## src/rtl/acp_pkg.sv

```systemverilog
`default_nettype none
// ----------------------------------------------------------------------------
// acp_pkg: shared types and constants of the ATAPI CD-ROM command responder
// Holds the event and opcode codes, the sense codes, the descriptor that
// passes from the command front to the response back, and the byte tables.
// ----------------------------------------------------------------------------
package acp_pkg;

	// Logical block size reported by READ CAPACITY and used by READ(10).
	localparam int SECTOR_BYTES = 2048;

	localparam int XFER_W = 27;
	localparam logic [XFER_W-1:0] XFER_MAX = '1;

	// Descriptor queue between the front and the back (power of two).
	localparam int QDEPTH = 2;
	localparam int QPTR_W = $clog2(QDEPTH);

	// Byte index within a response (36 bytes at most).
	localparam int IDX_W = 6;

	// Input event kinds.
	localparam logic [1:0] EV_CMD    = 2'd0;
	localparam logic [1:0] EV_RESET  = 2'd1;
	localparam logic [1:0] EV_INSERT = 2'd2;
	localparam logic [1:0] EV_EJECT  = 2'd3;

	// Packet opcodes.
	localparam logic [7:0] OP_TEST_UNIT_READY = 8'h00;
	localparam logic [7:0] OP_REQUEST_SENSE   = 8'h03;
	localparam logic [7:0] OP_INQUIRY         = 8'h12;
	localparam logic [7:0] OP_START_STOP      = 8'h1B;
	localparam logic [7:0] OP_READ_CAPACITY   = 8'h25;
	localparam logic [7:0] OP_READ10          = 8'h28;
	localparam logic [7:0] OP_READ_TOC        = 8'h43;
	localparam logic [7:0] OP_MODE_SENSE10    = 8'h5A;

	// Sense keys and additional sense codes.
	localparam logic [3:0] KEY_NONE      = 4'h0;
	localparam logic [3:0] KEY_NOT_READY = 4'h2;
	localparam logic [3:0] KEY_ILLEGAL   = 4'h5;
	localparam logic [3:0] KEY_ATTENTION = 4'h6;

	localparam logic [7:0] ASC_NONE           = 8'h00;
	localparam logic [7:0] ASC_INVALID_OPCODE = 8'h20;
	localparam logic [7:0] ASC_LBA_RANGE      = 8'h21;
	localparam logic [7:0] ASC_INVALID_FIELD  = 8'h24;
	localparam logic [7:0] ASC_DISC_CHANGED   = 8'h28;
	localparam logic [7:0] ASC_NO_MEDIUM      = 8'h3A;

	// Response lengths in bytes.
	localparam logic [IDX_W-1:0] LEN_SENSE = 6'd18;
	localparam logic [IDX_W-1:0] LEN_INQ   = 6'd36;
	localparam logic [IDX_W-1:0] LEN_CAP   = 6'd8;
	localparam logic [IDX_W-1:0] LEN_TOC   = 6'd20;
	localparam logic [IDX_W-1:0] LEN_MODE  = 6'd8;

	localparam logic [223:0] IDENT_TEXT = "GENERIC ATAPI CD-ROM    1.00";

	typedef enum logic [2:0] {
		RSP_NONE  = 3'd0,
		RSP_SENSE = 3'd1,
		RSP_INQ   = 3'd2,
		RSP_CAP   = 3'd3,
		RSP_TOC   = 3'd4,
		RSP_MODE  = 3'd5
	} rsp_kind_t;

	// One command as the back needs it: snapshot of sense and disc size
	// taken when the command was accepted.
	typedef struct packed {
		rsp_kind_t         rsp;
		logic              status;
		logic [XFER_W-1:0] xfer;
		logic [3:0]        key;
		logic [7:0]        code;
		logic [7:0]        qual;
		logic [31:0]       sectors;
	} cmd_desc_t;

	function automatic logic [IDX_W-1:0] rsp_len(input rsp_kind_t rsp);
		logic [IDX_W-1:0] n;
		case (rsp)
			RSP_SENSE: n = LEN_SENSE;
			RSP_INQ:   n = LEN_INQ;
			RSP_CAP:   n = LEN_CAP;
			RSP_TOC:   n = LEN_TOC;
			RSP_MODE:  n = LEN_MODE;
			default:   n = 6'd1;
		endcase
		return n;
	endfunction

	function automatic logic [7:0] ident_byte(input logic [IDX_W-1:0] idx);
		logic [4:0] i;
		i = 5'(idx - 6'd8);
		return IDENT_TEXT[223 - 8 * i -: 8];
	endfunction

	function automatic logic [7:0] be32_byte(input logic [31:0] v, input logic [1:0] sel);
		logic [7:0] b;
		case (sel)
			2'd0:    b = v[31:24];
			2'd1:    b = v[23:16];
			2'd2:    b = v[15:8];
			default: b = v[7:0];
		endcase
		return b;
	endfunction

	// Response byte idx of descriptor d.
	function automatic logic [7:0] rsp_byte(input cmd_desc_t d, input logic [IDX_W-1:0] idx);
		logic [7:0] b;
		b = 8'h00;
		case (d.rsp)
			RSP_SENSE: begin
				case (idx)
					6'd0:    b = 8'h70;
					6'd2:    b = {4'h0, d.key};
					6'd7:    b = 8'd10;
					6'd12:   b = d.code;
					6'd13:   b = d.qual;
					default: b = 8'h00;
				endcase
			end
			RSP_INQ: begin
				case (idx)
					6'd0:    b = 8'h05;
					6'd1:    b = 8'h80;
					6'd2:    b = 8'h02;
					6'd3:    b = 8'h32;
					6'd4:    b = 8'd31;
					6'd5, 6'd6, 6'd7: b = 8'h00;
					default: b = ident_byte(idx);
				endcase
			end
			RSP_CAP: begin
				if (idx < 6'd4) begin
					b = be32_byte(d.sectors, idx[1:0]);
				end else begin
					b = be32_byte(32'(SECTOR_BYTES), idx[1:0]);
				end
			end
			RSP_TOC: begin
				case (idx)
					6'd1:    b = 8'd18;
					6'd2:    b = 8'd1;
					6'd3:    b = 8'd1;
					6'd5:    b = 8'h14;
					6'd6:    b = 8'd1;
					6'd13:   b = 8'h14;
					6'd14:   b = 8'hAA;
					6'd16, 6'd17, 6'd18, 6'd19: b = be32_byte(d.sectors, idx[1:0]);
					default: b = 8'h00;
				endcase
			end
			RSP_MODE: begin
				b = (idx == 6'd1) ? 8'd6 : 8'h00;
			end
			default: b = 8'h00;
		endcase
		return b;
	endfunction

endpackage
`default_nettype wire

```

## src/rtl/acp_front.sv

```systemverilog
`default_nettype none
// ----------------------------------------------------------------------------
// acp_front: event and command front
// Accepts one word a cycle while the queue has room, updates the drive state
// and turns each command packet into a response descriptor for the queue.
// ----------------------------------------------------------------------------
module acp_front import acp_pkg::*; (
	input  wire logic        clk,
	input  wire logic        arst_n,
	input  wire logic        in_valid,
	output logic             in_stall,
	input  wire logic [1:0]  kind,
	input  wire logic [7:0]  opcode,
	input  wire logic [15:0] block_count,
	input  wire logic [27:0] buffer_bytes,
	input  wire logic        read_ok,
	input  wire logic [31:0] disc_sector_total,
	input  wire logic        q_full,
	output logic             push,
	output cmd_desc_t        push_desc
);

	logic [3:0]  key_q, key_d;
	logic [7:0]  code_q, code_d;
	logic [7:0]  qual_q, qual_d;
	logic        attn_q, attn_d;
	logic        media_q, media_d;
	logic [31:0] sectors_q, sectors_d;

	logic        accept;
	logic [31:0] need;
	logic [31:0] cap_last;
	cmd_desc_t   desc;

	assign in_stall = q_full;
	assign accept   = in_valid && !q_full;

	assign need     = 32'(block_count) * 32'(SECTOR_BYTES);
	assign cap_last = (sectors_q == 32'd0) ? 32'd0 : sectors_q - 32'd1;

	always_comb begin
		key_d     = key_q;
		code_d    = code_q;
		qual_d    = qual_q;
		attn_d    = attn_q;
		media_d   = media_q;
		sectors_d = sectors_q;

		desc.rsp     = RSP_NONE;
		desc.status  = 1'b0;
		desc.xfer    = '0;
		desc.key     = key_q;
		desc.code    = code_q;
		desc.qual    = qual_q;
		desc.sectors = sectors_q;

		case (kind)
			EV_RESET: begin
				key_d  = KEY_NONE;
				code_d = ASC_NONE;
				qual_d = 8'h00;
				attn_d = media_q;
			end
			EV_INSERT: begin
				media_d   = 1'b1;
				sectors_d = disc_sector_total;
				attn_d    = 1'b1;
			end
			EV_EJECT: begin
				media_d = 1'b0;
				attn_d  = 1'b0;
			end
			default: begin
				case (opcode)
					OP_TEST_UNIT_READY: begin
						qual_d = 8'h00;
						if (!media_q) begin
							key_d       = KEY_NOT_READY;
							code_d      = ASC_NO_MEDIUM;
							desc.status = 1'b1;
						end else if (attn_q) begin
							attn_d      = 1'b0;
							key_d       = KEY_ATTENTION;
							code_d      = ASC_DISC_CHANGED;
							desc.status = 1'b1;
						end else begin
							key_d  = KEY_NONE;
							code_d = ASC_NONE;
						end
					end
					OP_REQUEST_SENSE: begin
						if (buffer_bytes < 28'(LEN_SENSE)) begin
							desc.status = 1'b1;
						end else begin
							desc.rsp  = RSP_SENSE;
							desc.xfer = XFER_W'(LEN_SENSE);
							key_d     = KEY_NONE;
							code_d    = ASC_NONE;
							qual_d    = 8'h00;
						end
					end
					OP_INQUIRY: begin
						if (buffer_bytes < 28'(LEN_INQ)) begin
							desc.status = 1'b1;
						end else begin
							desc.rsp  = RSP_INQ;
							desc.xfer = XFER_W'(LEN_INQ);
						end
					end
					OP_READ_CAPACITY: begin
						if (buffer_bytes < 28'(LEN_CAP)) begin
							desc.status = 1'b1;
						end else if (!media_q) begin
							key_d       = KEY_NOT_READY;
							code_d      = ASC_NO_MEDIUM;
							qual_d      = 8'h00;
							desc.status = 1'b1;
						end else begin
							desc.rsp     = RSP_CAP;
							desc.xfer    = XFER_W'(LEN_CAP);
							desc.sectors = cap_last;
						end
					end
					OP_READ_TOC: begin
						if (buffer_bytes < 28'(LEN_TOC)) begin
							desc.status = 1'b1;
						end else if (!media_q) begin
							key_d       = KEY_NOT_READY;
							code_d      = ASC_NO_MEDIUM;
							qual_d      = 8'h00;
							desc.status = 1'b1;
						end else begin
							desc.rsp  = RSP_TOC;
							desc.xfer = XFER_W'(LEN_TOC);
						end
					end
					OP_MODE_SENSE10: begin
						if (buffer_bytes < 28'(LEN_MODE)) begin
							desc.status = 1'b1;
						end else begin
							desc.rsp  = RSP_MODE;
							desc.xfer = XFER_W'(LEN_MODE);
						end
					end
					OP_READ10: begin
						if (!media_q) begin
							key_d       = KEY_NOT_READY;
							code_d      = ASC_NO_MEDIUM;
							qual_d      = 8'h00;
							desc.status = 1'b1;
						end else if (block_count != 16'd0) begin
							qual_d = 8'h00;
							if (need > 32'(buffer_bytes)) begin
								key_d       = KEY_ILLEGAL;
								code_d      = ASC_INVALID_FIELD;
								desc.status = 1'b1;
							end else if (!read_ok) begin
								key_d       = KEY_ILLEGAL;
								code_d      = ASC_LBA_RANGE;
								desc.status = 1'b1;
							end else begin
								key_d     = KEY_NONE;
								code_d    = ASC_NONE;
								desc.xfer = (need > 32'(XFER_MAX)) ? XFER_MAX
									: need[XFER_W-1:0];
							end
						end
					end
					OP_START_STOP: begin
						desc.status = 1'b0;
					end
					default: begin
						key_d       = KEY_ILLEGAL;
						code_d      = ASC_INVALID_OPCODE;
						qual_d      = 8'h00;
						desc.status = 1'b1;
					end
				endcase
			end
		endcase
	end

	assign push      = accept && (kind == EV_CMD);
	assign push_desc = desc;

	always_ff @(posedge clk or negedge arst_n) begin
		if (!arst_n) begin
			key_q     <= KEY_NONE;
			code_q    <= ASC_NONE;
			qual_q    <= 8'h00;
			attn_q    <= 1'b0;
			media_q   <= 1'b0;
			sectors_q <= 32'd0;
		end else if (accept) begin
			key_q     <= key_d;
			code_q    <= code_d;
			qual_q    <= qual_d;
			attn_q    <= attn_d;
			media_q   <= media_d;
			sectors_q <= sectors_d;
		end
	end

endmodule
`default_nettype wire

```

## src/rtl/acp_queue.sv

```systemverilog
`default_nettype none
// ----------------------------------------------------------------------------
// acp_queue: descriptor queue
// Short first-in first-out store of command descriptors between front and back.
// ----------------------------------------------------------------------------
module acp_queue import acp_pkg::*; (
	input  wire logic      clk,
	input  wire logic      arst_n,
	input  wire logic      push,
	input  wire cmd_desc_t push_desc,
	output logic           full,
	input  wire logic      pop,
	output logic           q_valid,
	output cmd_desc_t      q_desc
);

	cmd_desc_t          mem_q [QDEPTH];
	logic [QPTR_W-1:0]  wr_ptr_q;
	logic [QPTR_W-1:0]  rd_ptr_q;
	logic [QPTR_W:0]    count_q;

	assign full    = (count_q == (QPTR_W + 1)'(QDEPTH));
	assign q_valid = (count_q != '0);
	assign q_desc  = mem_q[rd_ptr_q];

	always_ff @(posedge clk) begin
		if (push) begin
			mem_q[wr_ptr_q] <= push_desc;
		end
	end

	// Pointers wrap on their own: the depth is a power of two.
	always_ff @(posedge clk or negedge arst_n) begin
		if (!arst_n) begin
			wr_ptr_q <= '0;
			rd_ptr_q <= '0;
			count_q  <= '0;
		end else begin
			if (push) begin
				wr_ptr_q <= wr_ptr_q + 1'b1;
			end
			if (pop) begin
				rd_ptr_q <= rd_ptr_q + 1'b1;
			end
			case ({push, pop})
				2'b10:   count_q <= count_q + 1'b1;
				2'b01:   count_q <= count_q - 1'b1;
				default: count_q <= count_q;
			endcase
		end
	end

endmodule
`default_nettype wire

```

## src/rtl/acp_back.sv

```systemverilog
`default_nettype none
// ----------------------------------------------------------------------------
// acp_back: response back end
// Takes descriptors from the queue and streams their status and response
// bytes into the output register, one word a cycle unless out_stall holds it.
// ----------------------------------------------------------------------------
module acp_back import acp_pkg::*; (
	input  wire logic               clk,
	input  wire logic               arst_n,
	input  wire logic               q_valid,
	input  wire cmd_desc_t          q_desc,
	output logic                    pop,
	output logic                    out_valid,
	input  wire logic               out_stall,
	output logic                    status,
	output logic                    data_valid,
	output logic [7:0]              data_byte,
	output logic                    last,
	output logic [XFER_W-1:0]       transfer_bytes
);

	cmd_desc_t          cur_q;
	logic               cur_valid_q;
	logic [IDX_W-1:0]   idx_q;

	logic               out_valid_q;
	logic               status_q;
	logic               data_valid_q;
	logic [7:0]         data_byte_q;
	logic               last_q;
	logic [XFER_W-1:0]  xfer_q;

	logic               advance;
	logic               emit;
	logic               final_word;
	logic               has_data;

	assign advance    = !out_valid_q || !out_stall;
	assign emit       = cur_valid_q && advance;
	assign final_word = (idx_q == rsp_len(cur_q.rsp) - 6'd1);
	assign has_data   = (cur_q.rsp != RSP_NONE);
	assign pop        = q_valid && (!cur_valid_q || (emit && final_word));

	always_ff @(posedge clk or negedge arst_n) begin
		if (!arst_n) begin
			cur_valid_q <= 1'b0;
			idx_q       <= '0;
			out_valid_q <= 1'b0;
		end else begin
			if (pop) begin
				cur_valid_q <= 1'b1;
				idx_q       <= '0;
			end else if (emit) begin
				cur_valid_q <= !final_word;
				idx_q       <= idx_q + 6'd1;
			end
			if (advance) begin
				out_valid_q <= cur_valid_q;
			end
		end
	end

	always_ff @(posedge clk) begin
		if (pop) begin
			cur_q <= q_desc;
		end
		if (emit) begin
			status_q     <= cur_q.status;
			data_valid_q <= has_data;
			data_byte_q  <= has_data ? rsp_byte(cur_q, idx_q) : 8'h00;
			last_q       <= final_word;
			xfer_q       <= cur_q.xfer;
		end
	end

	assign out_valid      = out_valid_q;
	assign status         = status_q;
	assign data_valid     = data_valid_q;
	assign data_byte      = data_byte_q;
	assign last           = last_q;
	assign transfer_bytes = xfer_q;

endmodule
`default_nettype wire

```

## src/rtl/atapi_cdrom_command_responder.sv

```systemverilog
`default_nettype none
// ----------------------------------------------------------------------------
// atapi_cdrom_command_responder: ATAPI CD-ROM packet command responder
// Command side of an ATAPI CD-ROM drive: events, sense state and responses.
// ----------------------------------------------------------------------------
// Feed one word per event or command packet on the input channel; kind picks
// command, device reset, media insert or media eject. Events update the drive
// state (sense key/ASC/ASCQ, unit attention, media presence, disc size) and
// return nothing. Each command returns either one word with data_valid low
// and last high (no-data commands and all failures), or one word per response
// byte with last on the final byte: INQUIRY 36, REQUEST SENSE 18, READ TOC 20,
// READ CAPACITY 8 and MODE SENSE(10) 8 bytes. transfer_bytes repeats the
// command's total length on every word; READ(10) reports its sector length
// without moving sector data, and lba does not affect the answer.
// Rate: the front takes a word every cycle while the descriptor queue has
// room, so events and commands are accepted back to back. The back drives
// one output word per cycle unless out_stall holds it, so a command occupies
// it for 1 to 36 output words (its response length); that single output port
// sets the sustained rate.
// ----------------------------------------------------------------------------
module atapi_cdrom_command_responder import acp_pkg::*; (
	input  wire logic                clk,
	input  wire logic                arst_n,
	// input channel
	input  wire logic                in_valid,
	output logic                     in_stall,
	input  wire logic [1:0]          kind,
	input  wire logic [7:0]          opcode,
	input  wire logic [31:0]         lba,
	input  wire logic [15:0]         block_count,
	input  wire logic [27:0]         buffer_bytes,
	input  wire logic                read_ok,
	input  wire logic [31:0]         disc_sector_total,
	// result channel
	output logic                     out_valid,
	input  wire logic                out_stall,
	output logic                     status,
	output logic                     data_valid,
	output logic [7:0]               data_byte,
	output logic                     last,
	output logic [XFER_W-1:0]        transfer_bytes
);

	// Front to queue
	logic       push;
	cmd_desc_t  push_desc;
	logic       q_full;

	// Queue to back
	logic       q_valid;
	cmd_desc_t  q_desc;
	logic       pop;

	// Classify events and commands, hold the drive state. The READ(10)
	// start block is carried for completeness only; drop it here.
	acp_front u_front (
		.clk               (clk),
		.arst_n            (arst_n),
		.in_valid          (in_valid),
		.in_stall          (in_stall),
		.kind              (kind),
		.opcode            (opcode),
		.block_count       (block_count),
		.buffer_bytes      (buffer_bytes),
		.read_ok           (read_ok),
		.disc_sector_total (disc_sector_total),
		.q_full            (q_full),
		.push              (push),
		.push_desc         (push_desc)
	);

	// Hold pending commands so the front keeps going while a long response
	// is still streaming out.
	acp_queue u_queue (
		.clk       (clk),
		.arst_n    (arst_n),
		.push      (push),
		.push_desc (push_desc),
		.full      (q_full),
		.pop       (pop),
		.q_valid   (q_valid),
		.q_desc    (q_desc)
	);

	// Stream each command's response into the output register.
	acp_back u_back (
		.clk            (clk),
		.arst_n         (arst_n),
		.q_valid        (q_valid),
		.q_desc         (q_desc),
		.pop            (pop),
		.out_valid      (out_valid),
		.out_stall      (out_stall),
		.status         (status),
		.data_valid     (data_valid),
		.data_byte      (data_byte),
		.last           (last),
		.transfer_bytes (transfer_bytes)
	);

endmodule
`default_nettype wire
```

## config.mk

```make
export PLATFORM = sky130hd
export DESIGN_NAME = atapi_cdrom_command_responder
export DESIGN_NICKNAME = d
export VERILOG_FILES = /design/src/rtl/acp_pkg.sv /design/src/rtl/acp_front.sv /design/src/rtl/acp_queue.sv /design/src/rtl/acp_back.sv /design/src/rtl/atapi_cdrom_command_responder.sv
export SDC_FILE = /design/constraint.sdc
export NUM_CORES = 1
export LEC_CHECK = 0
export BUFFER_PORTS_ARGS = -buffer_cell sky130_fd_sc_hd__buf_2
export CELL_PAD_IN_SITES_DETAIL_PLACEMENT = 1
export CELL_PAD_IN_SITES_GLOBAL_PLACEMENT = 1
export CORE_MARGIN = 4
export CORE_UTILIZATION = 25
export DETAILED_ROUTE_END_ITERATION = 16
export GPL_ROUTABILITY_DRIVEN = 0
export PLACE_DENSITY = 0.57
export SLEW_MARGIN = 5
export SYNTH_ARGS = -nofsm -noshare
export SYNTH_HDL_FRONTEND = slang
export SYNTH_SLANG_ARGS = --single-unit
```

## constraint.sdc

```tcl
create_clock -name clk -period 5 [get_ports clk]
set_clock_uncertainty 0.05 [all_clocks]
set_input_delay 1 -clock clk [delete_from_list [all_inputs] [get_ports clk]]
set_output_delay 1 -clock clk [all_outputs]
set_load 0.01 [all_outputs]
```

Yosys cells after proc, flatten, opt, wreduce, memory -nomap -nowiden
Memories as Yosys holds them, arrays and structs flattened. A register that Yosys moved wholly into a read port is not among the register bits.
Index checks and enable logic that the tools add are counted.
- eq/ne operators: 40
- mux-type cells: 90
- reductions and logical operators: 37
- bitwise gates (word level): 1
- multiply operators: 0
- div/mod/pow operators: 0
- $add $sub $neg: 9
- shift operators: 1
- order comparisons: 7
- operators with widths (operator ; count):
    $shiftx 231x33->8 const A ; 1
    $pmux 27 s6 ; 1
    $mux 32 ; 5
    $pmux 8 s5 ; 4
    $mux 8 ; 14
    $mux 27 ; 4
    $pmux 8 s6 ; 2
    $lt 28x5->1 const B ; 2
    $mux 4 ; 12
    $logic_not 32->1 ; 1
    $pmux 8 s2 ; 2
    $sub 32x1->32 const B ; 1
    $mux 31 ; 1
    $mux 6 ; 5
    $gt 27x28->1 ; 1
    $lt 28x4->1 const B ; 1
    $lt 28x6->1 const B ; 1
    $mux 28 ; 1
    $gt 27x27->1 const B ; 1
    $eq 6x3->1 const B ; 4
    $eq 6x5->1 const B ; 4
    $pmux 4 s6 ; 1
    $pmux 6 s4 ; 1
    $pmux 8 s3 ; 1
    51 further kinds ; 114
- flip-flop bits (word level): 104
- memories kept: 1
- memory bits (writable): 166
- output and inout bits: 40
- memory bits (read-only): 0
- latch bits: 0
- word-level logic and storage cells: 203
- input port bits: 123
- memory list (name ; words ; bits a word ; read ports ; clocked after Yosys merged registers in ; wr ports ; line ; text):
    u_queue.mem_q ; 2 ; 83 ; 1 ; 1 ; 1 ; acp_queue.sv:17 ; cmd_desc_t mem_q [QDEPTH];

Longest topological paths before layout
- depth in word-level cells: 10
- gate-level depth with buffers: 12
- gate-level depth less buffers: 10

Hierarchy
Synthesis repeated with hierarchy kept, for this count alone.
- cells, all modules: 1099
- area, all modules: 15726.3 um2
- modules (own cells, without submodules) (module ; sequential area each (um2) ; area each (um2) ; instances ; cells each):
    acp_queue ; 5084.9 ; 6419.9 ; 1 ; 274
    acp_back ; 3833.7 ; 5386.4 ; 1 ; 376
    acp_front ; 1026.0 ; 3920.0 ; 1 ; 449

Worst setup path before layout
Ideal clock, no wire load.
- path kind: in2reg
- start: input in_valid
- end: memory u_queue.mem_q[0][0] (netlist bit), enable pin
- path slack: 337 ps
- data arrival time: 4126 ps
- stages on the path: 4
- data required time: 4464 ps
- buffers on the path: 1
- library setup time: 486 ps
- cell sequence: nor2b_1 -> clkbuf_1 -> nand2_1 -> nor2_1
- word-level cells in the longest chain between the ends: 4
- ends and longest elaborated chain (element ; line ; text):
    start: declaration ; atapi_cdrom_command_responder.sv:25 ; input wire logic in_valid,
    $logic_and 1x1->1 ; acp_front.sv:36 ; assign accept = in_valid && !q_full;
    $logic_and 1x1->1 ; acp_front.sv:183 ; assign push = accept && (kind == EV_CMD);
    $mux 1 ; acp_queue.sv:27 ; if (push) begin
    $mux 1 (implied by the code) ; acp_queue.sv:28 ; mem_q[wr_ptr_q] <= push_desc;
    end: declaration ; acp_queue.sv:17 ;
Every way passes these cells.

Final worst setup path
- start: register u_back.idx_q[1]
- end: register u_back.data_byte_q[0], in the netlist u_back.data_byte[0], data pin
- word-level cells in the longest chain between the ends: 5
- elaborated cells between the ends (all ways): 32
- classes of those cells: 2 x add/sub; 1 x order compare; 16 x eq/ne; 1 x shift; 6 x mux; 6 x reduce/logical
- ends and longest elaborated chain (element ; line ; text):
    start: declaration ; acp_back.sv:24 ; logic [IDX_W-1:0] idx_q;
    start signal: assignment ; acp_back.sv:55 ; idx_q <= idx_q + 6'd1;
    $sub 5x4->5 ; acp_pkg.sv:96 ; i = 5'(idx - 6'd8);
    $sub 8x8->9 ; acp_pkg.sv:97 ; return IDENT_TEXT[223 - 8 * i -: 8];
    $shiftx 231x33->8 ; acp_pkg.sv:97 ;
    $pmux 8 s6 ; acp_pkg.sv:127 ; case (idx)
    $pmux 8 s5 * ; acp_pkg.sv:115 ; case (d.rsp)
    end signal: assignment ; acp_back.sv:70 ; data_byte_q <= has_data ? rsp_byte(cur_q, idx_q) : 8'h00;
    end: declaration ; acp_back.sv:29 ; logic [7:0] data_byte_q;
Every way passes the cells marked *; elsewhere a longest branch is shown, timed or not.
A chain may end at the register's enable or synchronous reset.

==> metrics.md <==
| Metric | Value |
|---|---|
| Result of the run | completed |
| Core footprint | between 50000 and 60000 um^2 |
| Synthesis-to-layout area growth | 18.2% |
| Largest vdd supply drop | 240 uV |
| Mapped Cells | between 900 and 1000 |
| Slowest stage delay, CP | 0.76 ns |
| Multiplexer share of the synthesized area | 0.0869 |
| Die height | 237 um |
| Combinational family with the most area after synthesis | simple AND/OR/NAND/NOR gates |
| Nets | 1271 |
| Ratio of cells with drive above 1 in the final layout | 0.285 |
| Data arrival time of the worst path | ~3.7 ns |
| Fmax | 289 MHz |
| Post-synthesis compound-gate area fraction | 0.0757 |
| Clock Pin Slew Worst Setup and Hold Paths | 0.06 ns |
| Final worst-path cycle share | 0.692 |
| Hold buffer count at cts | 0 |
| Max Buffers Root-to-Sink | 3 |
| Pin count of the biggest net entering global routing | 66 |
| Worst R2R Path Depth | 8 |
| Worst path buffer plus inverter count | 1 |
| Slew @ Worst Pin | 0.914 ns |
| Top area cells in the synthesized netlist | sky130_fd_sc_hd__edfxtp_1 52%, sky130_fd_sc_hd__dfrtp_1 10%, sky130_fd_sc_hd__mux2_2 8.4% |
| Instance count on the critical path | 8 |
| H-Tree Level Count | 1 |
| Yosys warns | 0 |
| Share of synthesized registers carrying an async set or reset | 0.191 |
| Worst EP required | 5.24 ns |
| Via count | 8249 |
| Most frequent cells in the layout | 224 x sky130_fd_sc_hd__edfxtp_1, 124 x sky130_fd_sc_hd__buf_2, 97 x sky130_fd_sc_hd__mux2_2 |
| Number of setup buffers added after CTS | 0 |
| Kind of cell adding the most delay to the critical path | compound AO/OA/AOI/OAI gates |
| Yosys top cell area share | 0.515 |
| Num rows | 83 |
| Number of antenna violations at the first check in global routing | 0 |
| Mapped cell area | 13100 um^2 |
| Post-route minimum period | 3.46 ns |
| GRT Residual Overflow | 0 |
| Number of slew-limit violations in the final report | 0 |
| Cell leakage power | 5.70 nW |
| Share of synthesized area occupied by flip-flops and latches | 0.617 |
| Most common flop cell mapped by yosys | sky130_fd_sc_hd__edfxtp_1 |
| Number of distinct library cells after synthesis | 75 |
| Avg Inst Size Synth | 13.2 um^2 |
| Initial cell density of the core | 0.254 |
| Fill cells | 5633 |
| Total CTS buffers | 29 |
| Capturing instance or port of the critical path | u_back.data_byte[0]$_SDFFCE_PN0P_ |
| Path class of the lowest-slack min-delay path | flop to flop |
| Adder-cell share of the synthesized area | 0.0326 |
| Global Route Usage Sum | 0.114 |
| Iteration count of the initial detailed-routing pass | 5 |
| Final-report hold violation count | 0 |
| Post-route DRC | 0 |
| Total Routed Length | 32.5 mm |
| Dominant cell type by count on the critical path | sky130_fd_sc_hd__nor4_1 |
| Worst Slack Setup Final | ~1.5 ns |
| Count of state elements after synthesis | 277 |
| Detail-routed via count per cell | 4.54 |
| Type of element capturing the critical path | flop |
| Slowest library cell on the worst path | sky130_fd_sc_hd__dfrtp_1 |
| Ordered cell list for the critical path | inv_1 > ha_1 > nor4_1 > nor4_1 > a41oi_1 > o22ai_1 > a21oi_1 > o21ai_0 |
| Clock root cell | sky130_fd_sc_hd__clkbuf_16 |
| R2R Path End | u_back.data_byte[0]$_SDFFCE_PN0P_ |
| Start of the worst register-to-register path | u_back.idx_q[1]$_DFFE_PN0P_ |
| Setup crit start | u_back.idx_q[1]$_DFFE_PN0P_ |
| Global-route wire length before repair | 51.4 mm |
| Total Neg Setup Slack | 0 ns |
| Kind of critical path | flop to flop |
| Maximum fanout count along the critical path | 19 |
| Clock tree from TritonCTS | yes |
| Simple-Gate Fraction of Synth Area | 0.133 |
| Dominant cell type by area after synthesis | sky130_fd_sc_hd__edfxtp_1 |
| Clock latency of the later-clocked register in the worst-skew pair | 0.56 ns |
| I/O pin cnt | 163 |
| Post-DP HPWL | 23.1 mm |
| Leading cell type in the layout, fill and taps excluded | sky130_fd_sc_hd__edfxtp_1 |
| Relative slew slack | 0.390 |
| Final-report setup violation count | 0 |
| Total power divided by cell area | 502 nW/um^2 |
| Initial DRC count | 456 |
| Number of clock sinks | 277 |
| Horizontal die dimension | 237 um |
| Wirelength per Cell | 17.9 um |
| Number of maximum-capacitance constraint violations | 0 |
| Area enclosed by the die boundary | 56000 um^2 |
| Post-Synth XOR/XNOR Area | 0.0275 |
| Setup repair after global routing missed its margin | no |
| Post-place setup slack | between 1 and 1.5 ns |
| Worst setup slack for register-to-register paths | 1.54 ns |
| Via count of the first global-routing pass | 8824 |
| Number of nets with antenna violations after routing | 0 |
| Number of buffers inserted by port buffering | 124 |
| Kind of launch point of the worst setup path | flop |
| Resized cells post-CTS | 0 |
| Count of flip-flops with a built-in enable after synthesis | around 220 |
## routing by layer
layer / track usage / vias to the layer above / share of wire / wire, um
li1: - / 3981 / - / -
met1: 0.155 / 4103 / 0.46 / 15100
met2: 0.192 / 122 / 0.49 / 15900
met3: 0.0165 / 43 / 0.031 / 1010
met4: 0.0267 / 0 / 0.017 / 564
met5: 0 / - / 0 / 0
## how the worst min path moves through the flow
stage | from | to | depth (start not counted)
3_5_place_dp | u_back.cur_q[71]$_DFFE_PN_ | u_back.transfer_bytes[19]$_DFFE_PP_ | 0
4_1_cts | u_back.cur_q[72]$_DFFE_PN_ | u_back.transfer_bytes[20]$_DFFE_PP_ | 0
2_1_floorplan | u_back.cur_q[79]$_DFFE_PN_ | u_back.status$_DFFE_PP_ | 0
3_3_place_gp | u_back.cur_q[78]$_DFFE_PN_ | u_back.transfer_bytes[26]$_DFFE_PP_ | 0
6_report | u_back.cur_q[72]$_DFFE_PN_ | u_back.transfer_bytes[20]$_DFFE_PP_ | 0
5_1_grt | u_back.cur_q[65]$_DFFE_PN_ | u_back.transfer_bytes[13]$_DFFE_PP_ | 0
## Yosys cell counts, types with 6 or more instances
| library cell | count |
|---|---|
| sky130_fd_sc_hd__clkbuf_1 | 33 |
| sky130_fd_sc_hd__nor3_1 | 16 |
| sky130_fd_sc_hd__nand2b_1 | 8 |
| sky130_fd_sc_hd__nor2_2 | 19 |
| sky130_fd_sc_hd__o31ai_1 | 7 |
| sky130_fd_sc_hd__o21ai_0 | 35 |
| sky130_fd_sc_hd__nand3b_1 | 10 |
| sky130_fd_sc_hd__o221ai_1 | 6 |
| sky130_fd_sc_hd__buf_4 | 6 |
| sky130_fd_sc_hd__nor2_1 | 63 |
| sky130_fd_sc_hd__mux2_2 | 97 |
| sky130_fd_sc_hd__xor2_1 | 21 |
| sky130_fd_sc_hd__or3_1 | 9 |
| sky130_fd_sc_hd__ha_1 | 34 |
| sky130_fd_sc_hd__and3_1 | 19 |
| sky130_fd_sc_hd__nand2_1 | 52 |
| sky130_fd_sc_hd__nor2b_1 | 12 |
| sky130_fd_sc_hd__inv_1 | 33 |
| sky130_fd_sc_hd__nand4_1 | 9 |
| sky130_fd_sc_hd__a21o_1 | 8 |
| sky130_fd_sc_hd__buf_1 | 6 |
| sky130_fd_sc_hd__a222oi_1 | 8 |
| sky130_fd_sc_hd__nand3_1 | 16 |
| sky130_fd_sc_hd__and2_1 | 11 |
| sky130_fd_sc_hd__nor4_1 | 20 |
| sky130_fd_sc_hd__dfrtp_1 | 53 |
| sky130_fd_sc_hd__a21oi_1 | 37 |
| sky130_fd_sc_hd__xnor2_1 | 20 |
| sky130_fd_sc_hd__or4_1 | 9 |
| sky130_fd_sc_hd__edfxtp_1 | 224 |
## worst reg2reg max path: cells and delay by family, from the launching register on
kind,cells,cell delay [ns]
DFF,1,0.76
adders and majority gates,1,0.50
and+or+nand+nor,2,0.46
buffers and inverters,1,0.28
AOI/OAI and AO/OA,4,1.15
## logic make-up after synthesis
group           count (synthesis)
compound gates                148
mux                           101
buf+inv                        82
flops                         277
xor+xnor                       41
other cells                     1
simple gates                  305
fa+ha+maj                      34
## area by class of cell
| cell class | instances | area (um^2) | area share |
|---|---|---|---|
| Antenna cell | 1 | 2.50 | 0.000162 |
| Clock buffer | 39 | 813 | 0.0527 |
| Clock inverter | 15 | 156 | 0.0101 |
| Inverter | 34 | 128 | 0.00827 |
| Multi-Input combinational cell | 635 | 4690 | 0.304 |
| Sequential cell | 277 | 8050 | 0.522 |
| Tap cell | 680 | 851 | 0.0551 |
| Timing Repair Buffer | 137 | 743 | 0.0482 |
## sequential cells by signal, indices dropped and copies added, names as in the netlist
name,flops
u_queue.rd_ptr_q,1
u_back.data_valid,1
u_back.status,1
u_queue.count_q,2
u_queue.mem_q,128
u_back.idx_q,6
u_back.transfer_bytes,21
u_back.out_valid,1
u_back.data_byte,8
u_front.sectors_q,32
u_back.cur_valid_q,1
u_front.key_q,3
u_queue.wr_ptr_q,1
u_back.last,1
u_back.cur_q,64
u_front.code_q,4
u_front.attn_q,1
u_front.media_q,1
## metrics by stage
step	hold slack (ns)	instances	power (mW)	utilization	instance area, um^2
after floorplan	0.350	994	4.88	-	13100
after global placement	0.353	1763	5.56	0.281	14500
after detailed placement	0.359	1763	5.63	0.281	14500
after CTS	0.373	1817	7.86	0.300	15400
after global routing	0.374	1817	8.23	0.300	15400
final	0.370	1818	7.74	0.300	15400
## where the power goes
part | internal (mW) | leakage [nW] | switching [mW]
combinational | 0.903 | 2.45 | 1.30
sequential | 3.03 | 2.77 | 0.317
clock | 1.29 | 0.477 | 0.895
total | 5.23 | 5.70 | 2.52
No activity file was read; power rests on OpenSTA's default activity.
